File: src/rtl/core/bblur_pkg.sv
// Shared types, constants and the reciprocal table of the edge-aware 3x3 box blur.
// Used by every module of the block but bblur_ram; depends on nothing.
`default_nettype none

package bblur_pkg;

    localparam int DEF_MAX_WIDTH  = 1024;
    localparam int DEF_MAX_HEIGHT = 4096;

    localparam int FW_W      = 11;
    localparam int FH_W      = 13;
    localparam int CFG_DW    = 13;
    localparam int CFG_IW    = 1;
    localparam int FW_RESET  = 640;
    localparam int FH_RESET  = 480;

    localparam logic [CFG_IW-1:0] REG_FRAME_WIDTH  = 1'b0;
    localparam logic [CFG_IW-1:0] REG_FRAME_HEIGHT = 1'b1;

    localparam logic CMD_PIXEL = 1'b0;
    localparam logic CMD_DRAIN = 1'b1;

    localparam int CH_W      = 8;
    localparam int CSUM_W    = 10;
    localparam int SUM_W     = 12;
    localparam int CNT_W     = 4;
    localparam int NUM_W     = 13;
    localparam int RCP_W     = 17;
    localparam int RCP_SHIFT = 17;
    localparam int PROD_W    = NUM_W + RCP_W;

    localparam int FIFO_DEPTH = 8;
    localparam int FIFO_AW    = 3;
    localparam int PEND_W     = 4;

    typedef struct packed {
        logic            command;
        logic [CH_W-1:0] red_in;
        logic [CH_W-1:0] green_in;
        logic [CH_W-1:0] blue_in;
    } t_pix_in;

    typedef struct packed {
        logic [CH_W-1:0] red_out;
        logic [CH_W-1:0] green_out;
        logic [CH_W-1:0] blue_out;
        logic            frame_end;
    } t_pix_out;

    typedef struct packed {
        logic [CH_W-1:0] r;
        logic [CH_W-1:0] g;
        logic [CH_W-1:0] b;
    } t_rgb;

    localparam int PIX_W = $bits(t_rgb);

    typedef struct packed {
        t_rgb top;
        t_rgb mid;
        t_rgb bot;
    } t_col;

    typedef struct packed {
        logic [CSUM_W-1:0] r;
        logic [CSUM_W-1:0] g;
        logic [CSUM_W-1:0] b;
        logic [1:0]        cnt;
    } t_col_sum;

    typedef struct packed {
        logic top_ok;
        logic bot_ok;
        logic left_ok;
        logic right_ok;
        logic frame_end;
    } t_mask;

    typedef struct packed {
        logic shift;
        logic col_en;
        logic top_ok;
        logic bot_ok;
    } t_cell_ctl;

    // ceil(2^17 / (2n)): exact rounded quotient for numerators up to 511*n
    function automatic logic [RCP_W-1:0] recip(input logic [CNT_W-1:0] n);
        logic [RCP_W-1:0] m;
        unique case (n)
            4'd1:    m = 17'd65536;
            4'd2:    m = 17'd32768;
            4'd3:    m = 17'd21846;
            4'd4:    m = 17'd16384;
            4'd5:    m = 17'd13108;
            4'd6:    m = 17'd10923;
            4'd7:    m = 17'd9363;
            4'd8:    m = 17'd8192;
            4'd9:    m = 17'd7282;
            default: m = 17'd65536;
        endcase
        return m;
    endfunction

endpackage

`default_nettype wire

File: src/rtl/core/bblur_cell.sv
// One column cell of the 3x3 window: holds three pixels, hands them to its
// older neighbor on each shift and gives its masked column sums. Uses bblur_pkg.
`default_nettype none

module bblur_cell (
    input  wire logic                 i_clk,
    input  wire logic                 i_rst_n,
    input  wire bblur_pkg::t_cell_ctl i_ctl,
    input  wire bblur_pkg::t_col      i_col,
    output bblur_pkg::t_col           o_col,
    output bblur_pkg::t_col_sum       o_sum
);
    import bblur_pkg::*;

    t_col r_col;

    always_ff @(posedge i_clk) begin
        if (!i_rst_n) begin
            r_col <= '0;
        end else if (i_ctl.shift) begin
            r_col <= i_col;
        end
    end

    function automatic logic [CSUM_W-1:0] csum(
        input logic [CH_W-1:0] a,
        input logic [CH_W-1:0] b,
        input logic [CH_W-1:0] c,
        input logic            use_a,
        input logic            use_c
    );
        logic [CSUM_W-1:0] s;
        s = CSUM_W'(b);
        if (use_a) s = s + CSUM_W'(a);
        if (use_c) s = s + CSUM_W'(c);
        return s;
    endfunction

    always_comb begin
        o_sum = '0;
        if (i_ctl.col_en) begin
            o_sum.r   = csum(r_col.top.r, r_col.mid.r, r_col.bot.r, i_ctl.top_ok, i_ctl.bot_ok);
            o_sum.g   = csum(r_col.top.g, r_col.mid.g, r_col.bot.g, i_ctl.top_ok, i_ctl.bot_ok);
            o_sum.b   = csum(r_col.top.b, r_col.mid.b, r_col.bot.b, i_ctl.top_ok, i_ctl.bot_ok);
            o_sum.cnt = 2'd1 + 2'(i_ctl.top_ok) + 2'(i_ctl.bot_ok);
        end
    end

    assign o_col = r_col;

endmodule

`default_nettype wire

File: config.mk
export PLATFORM = sky130hd
export DESIGN_NAME = bblur_cell
export DESIGN_NICKNAME = d
export VERILOG_FILES = /design/src/rtl/core/bblur_pkg.sv /design/src/rtl/core/bblur_cell.sv
export SDC_FILE = /design/constraint.sdc
export NUM_CORES = 1
export LEC_CHECK = 0
export ABC_AREA = 0
export ABC_CLOCK_PERIOD_IN_PS = 5100
export BUFFER_PORTS_ARGS = -buffer_cell sky130_fd_sc_hd__buf_2
export CAP_MARGIN = 20
export CORE_ASPECT_RATIO = 0.7
export CORE_UTILIZATION = 25
export DETAILED_ROUTE_END_ITERATION = 6
export HOLD_SLACK_MARGIN = 0.03
export MAX_ROUTING_LAYER = met4
export PLACE_DENSITY_LB_ADDON = 0.25
export SLEW_MARGIN = 0
export SYNTH_ARGS = -nofsm -noshare
export SYNTH_HDL_FRONTEND = slang
export SYNTH_SLANG_ARGS = --single-unit
File: constraint.sdc
create_clock -name i_clk -period 5.1 [get_ports i_clk]
set_input_delay 1.02 -clock i_clk [delete_from_list [all_inputs] [get_ports i_clk]]
set_output_delay 1.02 -clock i_clk [all_outputs]
set_load 0.02 [all_outputs]
==> impl_metrics.json <==
{
  "criticalPathCategory": "input port to primary output",
  "status": "complete, no violations",
  "grt_pass1_wl_mm": 25.1,
  "grt_pass1_vias": 4459,
  "setup.worst_path.start_class": "input port",
  "crit_required_ns": 4.08,
  "drc": 0,
  "cts.sink_count": 72,
  "finalCriticalPeriod_ns": 4.73,
  "syn_to_final_growth_pct": 27.5,
  "synth_edf_count": 0,
  "cts_tree": "done",
  "cts-htree-levels": 3,
  "layout.nets": 900,
  "dpl.cell_count": 1031,
  "worstSetupStartpoint": "i_ctl[1]",
  "port-buffer-count": 181,
  "firstDrtPassIters": 6,
  "rows": 44,
  "synthCells": 596,
  "drive_gt1_frac": 0.289,
  "viasPerCell": 4.53,
  "avgRoutedWirePerCell_um": 15.6,
  "synthArstFlopShare": 0,
  "netlist-cell-type-count": 45,
  "mappedNetlistNets": 730,
  "synth-seq-area-share": 0.272,
  "final_antenna_net_count": 0,
  "period_share": 0.927,
  "fmax_mhz": 212,
  "die_y_um": 124,
  "root_buffer": "clkbuf_16",
  "cts_resized": 0,
  "clock_latency_ns": 0.34,
  "yosysMostFrequentCell": "nor2b_1",
  "ys_warn_count": 0,
  "clkTransAtPathRegs_ns": 0.06,
  "ctsHoldBuffers": 0,
  "start_util": 0.255,
  "fin_cells": 1050,
  "io_pins": 182,
  "cp.arrival_ns": 3.71,
  "worstMarginPinSlew_ns": 0.825,
  "setup_viol": 0,
  "drtIter0Drc": 269,
  "fin_setup_tns_ns": 0,
  "die-area_um2": 21800,
  "hold_class": "flop to flop",
  "gp_congestion": 0.830,
  "vias": 4760,
  "end_kind": "primary output",
  "clock_skew_ns": 0,
  "clk_path_buf_depth": 2,
  "synth_area_leaders": "dfxtp_1, mux2i_1, ha_1",
  "yosys_register_bits": 72,
  "wirelength_mm": 16.4,
  "antenna_found_initial": 3,
  "postCtsSetupBuffers": 0,
  "crit_path_max_fanout": 15,
  "p_per_area_nw_per_um2": 257,
  "synth.top_cell.area_share": 0.272,
  "ir_drop_mv": 0.137,
  "core-area_um2": 20800,
  "largest_reg_flops": 72,
  "synthFlopType": "dfxtp_1",
  "finish.instance_area_um2": 6750,
  "maxCapViolCount": 0,
  "hold_start": "o_col[64]",
  "synthTopCellsByCount": "nor2b_1, mux2i_1, dfxtp_1",
  "grt_max_degree": 73,
  "synth_top_area_cell": "dfxtp_1",
  "cts_made_buffers": 9,
  "finalHoldViolations": 0,
  "slew_viol_final": 0,
  "slew_headroom": 0.450,
  "netlist_area_um2": 5300,
  "dpl_cell_area_um2": 6470,
  "avgSynthCellArea_um2": 8.89,
  "overflow": 0,
  "fp.dieW_um": 176,
  "power.static_leakage_nw": 3.31,
  "rsz0062_at_grt": "false",
  "r2r-start": "o_col[7]",
  "dp_hpwl_mm": 12.6,
  "gr-usage-all-layers": 0.157
}
## critical path, cell delays in order
cell and delay (ns):
buf_2 0.21, buf_4 0.24, o21ai_0 0.41, inv_1 0.09
ha_1 0.30, a211oi_1 0.28, o21bai_1 0.12, a21oi_1 0.25
a21oi_1 0.16, xnor2_1 0.15, a211oi_1 0.27, buf_2 0.22
## per-layer routing
| layer | routed length [um] | global-route usage |
|---|---|---|
| met1 | 8660 | 0.224 |
| met2 | 6310 | 0.211 |
| met3 | 1310 | 0.0473 |
| met4 | 127 | 0.0332 |
| met5 | 0 | - |
## cells in the final DEF (no fill, tap or decap), drive strengths merged, types with 4 or more instances in the layout
cell type	Yosys	final
a211oi	26	26
a21o	13	13
a21oi	32	32
buf	13	185
clkbuf	13	11
dfxtp	72	72
fa	6	6
ha	50	50
inv	20	20
mux2	12	12
mux2i	75	75
nand2	18	18
nand2b	4	4
nor2	53	53
nor2b	78	78
nor3	6	6
o211ai	5	5
o21a	11	11
o21ai	34	34
o2bb2ai	8	8
o31ai	4	4
xnor2	14	14
xor2	4	4
## path summary, 6_finish.rpt
check / endpoint / slack [ns] / cells past startpoint
worst max-delay path: o_sum[29] / 0.37 / 12
worst min-delay path: o_col[64] / 0.54 / 2
worst max register to register: o_col[7] / 4.33 / 2
worst min register to register: o_col[64] / 0.54 / 2
## cells by family after synthesis
logic type	share of synthesized area
AOI/OAI and AO/OA	0.190
adders and majority gates	0.141
DFF	0.272
muxes	0.168
buffers and inverters	0.0352
xor gates and xnor gates	0.0298
and+or+nand+nor	0.164
## report_power, final
group | leakage [nW] | switching, mW | internal [mW]
Clock | 0.128 | 0.254 | 0.341
Combinational | 2.59 | 0.288 | 0.216
Sequential | 0.595 | 0.0395 | 0.597
Total | 3.31 | 0.582 | 1.15
## metrics by stage
| step | hold slack, ns | util | power [mW] | setup WS (ns) |
|---|---|---|---|---|
| finish | 0.543 | 0.325 | 1.74 | 0.372 |
| global route | 0.574 | 0.325 | 1.85 | 0.0888 |
| CTS | 0.547 | 0.325 | 1.77 | 0.366 |
| detailed placement | 0.537 | 0.312 | 1.16 | 0.393 |
| global placement | 0.541 | 0.312 | 1.16 | 0.485 |
| floorplan | 0.604 | - | 0.994 | 0.730 |
## cell type report
cell class                 count  area [um^2]
antenna                        3         7.51
clock buffer                  11          243
clock inverter                 5         32.5
fill                        2226        14000
inverter                      20         75.1
multi-input combinational    478         3670
sequential                    72         1440
tap                          276          345
timing repair buffer         185          938
(Power assumes the default switching activity.)
