### config.mk
export PLATFORM = sky130hd
export DESIGN_NAME = bblur_mean
export DESIGN_NICKNAME = d
export VERILOG_FILES = /design/src/rtl/core/bblur_pkg.sv /design/src/rtl/core/bblur_mean.sv
export SDC_FILE = /design/constraint.sdc
export NUM_CORES = 1
export LEC_CHECK = 0
export BUFFER_PORTS_ARGS = -buffer_cell sky130_fd_sc_hd__buf_2
export CORE_MARGIN = 3
export CORE_UTILIZATION = 55
export CTS_BUF_LIST = sky130_fd_sc_hd__clkbuf_8
export DETAILED_ROUTE_END_ITERATION = 6
export GPL_TIMING_DRIVEN = 0
export PLACE_DENSITY = 0.72
export SLEW_MARGIN = 20
export SYNTH_ARGS = -nofsm -noshare
export SYNTH_HDL_FRONTEND = slang
export SYNTH_SLANG_ARGS = --single-unit
### constraint.sdc
create_clock -name i_clk -period 7.15 [get_ports i_clk]
set_input_delay 0.715 -clock i_clk [delete_from_list [all_inputs] [get_ports i_clk]]
set_output_delay 0.715 -clock i_clk [all_outputs]
set_load 0.03 [all_outputs]
### src/rtl/core/bblur_pkg.sv
// Shared types, constants and the reciprocal table of the edge-aware 3x3 box blur.
// Used by every module of the block but bblur_ram; depends on nothing.
`default_nettype none

package bblur_pkg;

    localparam int DEF_MAX_WIDTH  = 1024;
    localparam int DEF_MAX_HEIGHT = 4096;

    localparam int FW_W      = 11;
    localparam int FH_W      = 13;
    localparam int CFG_DW    = 13;
    localparam int CFG_IW    = 1;
    localparam int FW_RESET  = 640;
    localparam int FH_RESET  = 480;

    localparam logic [CFG_IW-1:0] REG_FRAME_WIDTH  = 1'b0;
    localparam logic [CFG_IW-1:0] REG_FRAME_HEIGHT = 1'b1;

    localparam logic CMD_PIXEL = 1'b0;
    localparam logic CMD_DRAIN = 1'b1;

    localparam int CH_W      = 8;
    localparam int CSUM_W    = 10;
    localparam int SUM_W     = 12;
    localparam int CNT_W     = 4;
    localparam int NUM_W     = 13;
    localparam int RCP_W     = 17;
    localparam int RCP_SHIFT = 17;
    localparam int PROD_W    = NUM_W + RCP_W;

    localparam int FIFO_DEPTH = 8;
    localparam int FIFO_AW    = 3;
    localparam int PEND_W     = 4;

    typedef struct packed {
        logic            command;
        logic [CH_W-1:0] red_in;
        logic [CH_W-1:0] green_in;
        logic [CH_W-1:0] blue_in;
    } t_pix_in;

    typedef struct packed {
        logic [CH_W-1:0] red_out;
        logic [CH_W-1:0] green_out;
        logic [CH_W-1:0] blue_out;
        logic            frame_end;
    } t_pix_out;

    typedef struct packed {
        logic [CH_W-1:0] r;
        logic [CH_W-1:0] g;
        logic [CH_W-1:0] b;
    } t_rgb;

    localparam int PIX_W = $bits(t_rgb);

    typedef struct packed {
        t_rgb top;
        t_rgb mid;
        t_rgb bot;
    } t_col;

    typedef struct packed {
        logic [CSUM_W-1:0] r;
        logic [CSUM_W-1:0] g;
        logic [CSUM_W-1:0] b;
        logic [1:0]        cnt;
    } t_col_sum;

    typedef struct packed {
        logic top_ok;
        logic bot_ok;
        logic left_ok;
        logic right_ok;
        logic frame_end;
    } t_mask;

    typedef struct packed {
        logic shift;
        logic col_en;
        logic top_ok;
        logic bot_ok;
    } t_cell_ctl;

    // ceil(2^17 / (2n)): exact rounded quotient for numerators up to 511*n
    function automatic logic [RCP_W-1:0] recip(input logic [CNT_W-1:0] n);
        logic [RCP_W-1:0] m;
        unique case (n)
            4'd1:    m = 17'd65536;
            4'd2:    m = 17'd32768;
            4'd3:    m = 17'd21846;
            4'd4:    m = 17'd16384;
            4'd5:    m = 17'd13108;
            4'd6:    m = 17'd10923;
            4'd7:    m = 17'd9363;
            4'd8:    m = 17'd8192;
            4'd9:    m = 17'd7282;
            default: m = 17'd65536;
        endcase
        return m;
    endfunction

endpackage

`default_nettype wire

### src/rtl/core/bblur_mean.sv
// Rounded mean pipeline: adds the column sums, then divides by the pixel count
// through a reciprocal multiply. Two register stages. Uses bblur_pkg.
`default_nettype none

module bblur_mean (
    input  wire logic                i_clk,
    input  wire logic                i_rst_n,
    input  wire logic                i_valid,
    input  wire logic                i_frame_end,
    input  wire bblur_pkg::t_col_sum i_sums [3],
    output logic                     o_valid,
    output bblur_pkg::t_pix_out      o_item
);
    import bblur_pkg::*;

    logic [SUM_W-1:0]  a_sum_r, a_sum_g, a_sum_b;
    logic [CNT_W-1:0]  a_n;
    logic              r_a_valid;
    logic [SUM_W-1:0]  r_a_sum_r, r_a_sum_g, r_a_sum_b;
    logic [CNT_W-1:0]  r_a_n;
    logic              r_a_fe;

    logic [RCP_W-1:0]  b_rcp;
    logic [NUM_W-1:0]  b_num_r, b_num_g, b_num_b;
    logic              r_b_valid;
    logic [PROD_W-1:0] r_b_prod_r, r_b_prod_g, r_b_prod_b;
    logic              r_b_fe;

    always_comb begin
        a_sum_r = SUM_W'(i_sums[0].r) + SUM_W'(i_sums[1].r) + SUM_W'(i_sums[2].r);
        a_sum_g = SUM_W'(i_sums[0].g) + SUM_W'(i_sums[1].g) + SUM_W'(i_sums[2].g);
        a_sum_b = SUM_W'(i_sums[0].b) + SUM_W'(i_sums[1].b) + SUM_W'(i_sums[2].b);
        a_n     = CNT_W'(i_sums[0].cnt) + CNT_W'(i_sums[1].cnt) + CNT_W'(i_sums[2].cnt);
    end

    always_comb begin
        b_rcp   = recip(r_a_n);
        b_num_r = {r_a_sum_r, 1'b0} + NUM_W'(r_a_n);
        b_num_g = {r_a_sum_g, 1'b0} + NUM_W'(r_a_n);
        b_num_b = {r_a_sum_b, 1'b0} + NUM_W'(r_a_n);
    end

    always_ff @(posedge i_clk) begin
        if (!i_rst_n) begin
            r_a_valid <= 1'b0;
            r_b_valid <= 1'b0;
        end else begin
            r_a_valid <= i_valid;
            r_b_valid <= r_a_valid;
        end
        r_a_sum_r  <= a_sum_r;
        r_a_sum_g  <= a_sum_g;
        r_a_sum_b  <= a_sum_b;
        r_a_n      <= a_n;
        r_a_fe     <= i_frame_end;
        r_b_prod_r <= PROD_W'(b_num_r) * PROD_W'(b_rcp);
        r_b_prod_g <= PROD_W'(b_num_g) * PROD_W'(b_rcp);
        r_b_prod_b <= PROD_W'(b_num_b) * PROD_W'(b_rcp);
        r_b_fe     <= r_a_fe;
    end

    assign o_valid          = r_b_valid;
    assign o_item.red_out   = r_b_prod_r[RCP_SHIFT +: CH_W];
    assign o_item.green_out = r_b_prod_g[RCP_SHIFT +: CH_W];
    assign o_item.blue_out  = r_b_prod_b[RCP_SHIFT +: CH_W];
    assign o_item.frame_end = r_b_fe;

endmodule

`default_nettype wire

==> flow_metrics.env <==
export IMPL_worstPathRequired_ps=7440
export IMPL_criticalPathCategory="flop to flop"
export IMPL_antenna_cells=0
export IMPL_grt_max_degree=17
export IMPL_io_buffers=125
export IMPL_grt_antenna_before_repair=0
export IMPL_clock_sinks=83
export IMPL_rsz0062_at_grt="false"
export IMPL_finalMaxSlewViolations=0
export IMPL_synth_flop_cell="dfxtp_1"
export IMPL_cts_clk_slew_worst_paths_ps=90
export IMPL_drc=0
export IMPL_path_delay_family="adder cells"
export IMPL_crit_path_start_kind="flop"
export IMPL_syn_nets=3213
export IMPL_yosysWarnings=0
export IMPL_worst_pin_slew_ps=1010
export IMPL_maxSlewHeadroom_pct=32.9
export IMPL_worst_ep_arrival_time_ps=7250
export IMPL_dr_pass1_iters=5
export IMPL_rows=72
export IMPL_min_delay_start="r_a_fe"
export IMPL_grtUsageTotal_pct=28.1
export IMPL_period_share_pct=97.3
export IMPL_globalplace_congestion=0.984
export IMPL_cp_cell_sequence="clkbuf_1 -> clkbuf_1 -> nand2_1 -> fa_1 -> inv_1 -> fa_1 -> fa_1 -> fa_1 -> inv_1 -> fa_1 -> inv_1 -> ha_1 -> o2111ai_1 -> nor2_1 -> a221o_1 -> o31ai_4 -> a31oi_4 -> o41ai_4 -> o21bai_1 -> xor2_1"
export IMPL_cp_end_kind="flop"
export IMPL_hold_buffers=0
export IMPL_synth_cell_type_count=57
export IMPL_hold_viol=0
export IMPL_period_needed_ps=6960
export IMPL_routed_via_density=5.24
export IMPL_fmax_mhz=144
export IMPL_synth_async_reset_ratio_pct=0
export IMPL_nets=3361
export IMPL_final_cell_mix="650 x inv_1, 505 x fa_1, 389 x nand2_1"
export IMPL_multi_input_area_um2=17700
export IMPL_finalSetupViolations=0
export IMPL_synthSimpleGateAreaFrac_pct=14.2
export IMPL_avgSynthCellArea_um2=9.06
export IMPL_seq_area_frac_synth_pct=7.60
export IMPL_synth_compound_area_share_pct=4.21
export IMPL_cp_num_buf_inv=5
export IMPL_drive_gt1_share_pct=9.00
export IMPL_critPathMaxStageDelay_ps=740
export IMPL_fillers=3342
export IMPL_totalWireLength_mm=55.6
export IMPL_drv_cap=0
export IMPL_dp_hpwl_mm=47.5
export IMPL_rr_endpoint="r_b_prod_r[23]"
export IMPL_crit_path_start="b_rcp[8]"
export IMPL_wire_per_inst_um=18.0
export IMPL_overflow=0
export IMPL_reg2reg_from="b_rcp[8]"
export IMPL_crit_cells=20
export IMPL_crit_top_cell="fa_1"
export IMPL_fin_ws_ps=191
export IMPL_critical_path_endpoint="r_b_prod_r[23]"
export IMPL_grt_pass1_vias=17200
export IMPL_cpMaxStageDelayCell="clkbuf_1"
export IMPL_place_ws_ps=-330
export IMPL_grt_util_met1_pct=36.7
export IMPL_drt_iter0_markers=1214
export IMPL_crit_fanout=10
export IMPL_cts_tree="yes"
export IMPL_initial_core_util_pct=56.1
export IMPL_cts_buffer_depth=2
export IMPL_synth_edf_count=0
export IMPL_reg2reg_depth=20
export IMPL_ys_ff_latch=83
export IMPL_globalRouteMet2Util_pct=46.8
export IMPL_synthMuxAreaShare_pct=0
export IMPL_use_met3_pct=5.84
export IMPL_fp_dieArea_um2=42200
export IMPL_die_y_um=205
export IMPL_cts_made_buffers=9
export IMPL_synthAdderAreaFrac_pct=57.3
export IMPL_grt_pass1_wl_mm=90.5
export IMPL_synth_top_family_by_area="adder cells"
export IMPL_register_area_um2=1660
export IMPL_grt_busiest_layer="met2"
export IMPL_ant_nets=0
export IMPL_synth_area_um2=21900
export IMPL_status="completed"
export IMPL_r2r_setup_slack_ps=190
export IMPL_hold_path_class="flop to flop"
export IMPL_synth_xor_area_share_pct=3.79
export IMPL_vias=16200
export IMPL_clock_skew_ps=21.4
export IMPL_final_common_cell="inv_1"
export IMPL_insertion_delay_ps=420
export IMPL_syn2layout_area_growth_pct=8.74
export IMPL_coreArea_um2=39000
export IMPL_die_width_um=205
export IMPL_io_pins=126
export IMPL_fin_util_pct=61.0
export IMPL_cts_root_buffer="clkbuf_8"
export IMPL_synth_cells=2414
export IMPL_h_tree_depth=3
[flip-flops by register name (all words and copies together), names as in the netlist, 4 cells and up]
register and count:
r_a_sum_b 12, r_a_n 4, r_a_sum_g 12, r_a_sum_r 12, r_b_prod_g 8, b_rcp 15, r_b_prod_r 8, r_b_prod_b 8
[cell type report]
type	instances	area share, %
Buffer	96	1.78
Clock buffer	9	0.521
Clock inverter	7	0.447
Inverter	650	10.3
Multi-Input combinational cell	1585	74.3
Sequential cell	83	7.00
Tap cell	518	2.72
Timing Repair Buffer	137	3.01
[routing by layer]
layer / part of all wire [%] / wire [um] / vias up
met5: 0 / 0 / -
met4: 4.2 / 2360 / 0
met3: 9.8 / 5460 / 143
met2: 47 / 26400 / 738
met1: 38 / 21400 / 8007
li1: - / - / 7265
[worst reg2reg max path, cell delays in order (launching register included)]
cell       delay, ps
dfxtp_1          310
clkbuf_1         740
clkbuf_1         750
nand2_1          230
fa_1             550
inv_1             50
fa_1             530
fa_1             450
fa_1             540
inv_1             50
fa_1             480
inv_1             40
ha_1             290
o2111ai_1        100
nor2_1            60
a221o_1          400
o31ai_4          350
a31oi_4          190
o41ai_4          450
o21bai_1         130
xor2_1           150
[kinds of logic after synthesis]
family | count (synthesis)
simple gates | 665
buf+inv | 746
xor+xnor | 90
flops | 83
fa+ha+maj | 699
compound gates | 131
[through the flow]
stage          cell area (um^2)  instances  TNS (ps)  hold WS, ps
2_1_floorplan             21900       2414         0          310
3_3_place_gp              23100       3057      -877          310
3_5_place_dp              23100       3057     -1850          323
4_1_cts                   23500       3073         0          345
5_1_grt                   23800       3085         0          354
6_report                  23800       3085         0          338
[synth_stat cells (4+ instances only)]
master	instances	area share (%)
a211oi_1	4	0.14
a21boi_0	9	0.31
a21o_1	19	0.65
a21oi_1	31	0.71
a21oi_2	4	0.16
and2_1	162	4.6
clkbuf_1	92	1.6
dfxtp_1	83	7.6
fa_1	506	46
ha_1	193	11
inv_1	650	11
nand2_1	390	6.7
nand2b_1	8	0.23
nand3_1	15	0.34
nand4_1	7	0.20
nor2_1	41	0.70
nor2b_1	9	0.26
nor3_1	8	0.18
nor3b_1	5	0.17
o2111ai_1	5	0.20
o21a_1	8	0.27
o21ai_0	27	0.62
xnor2_1	57	2.3
xor2_1	30	1.2
[worst min-delay path by stage]
stage	endpoint	slack, ps	cells past startpoint
finish	r_b_fe	340	0
global route	r_b_fe	350	0
CTS	r_b_fe	340	0
detailed placement	r_b_fe	320	0
global placement	r_b_fe	310	0
floorplan	r_b_fe	310	0
[what timing repair did]
item | 4_1_cts | 5_1_grt
gates cloned | 0 | 0
gates resized for setup | 20 | 85
endpoints found under the setup margin | 12 | 18
setup buffers | 0 | 12
pin swaps | 0 | 10
Power is left out: the tool's default activity adds up to more than one toggle a clock period on the data nets, which glitch-free logic cannot reach.
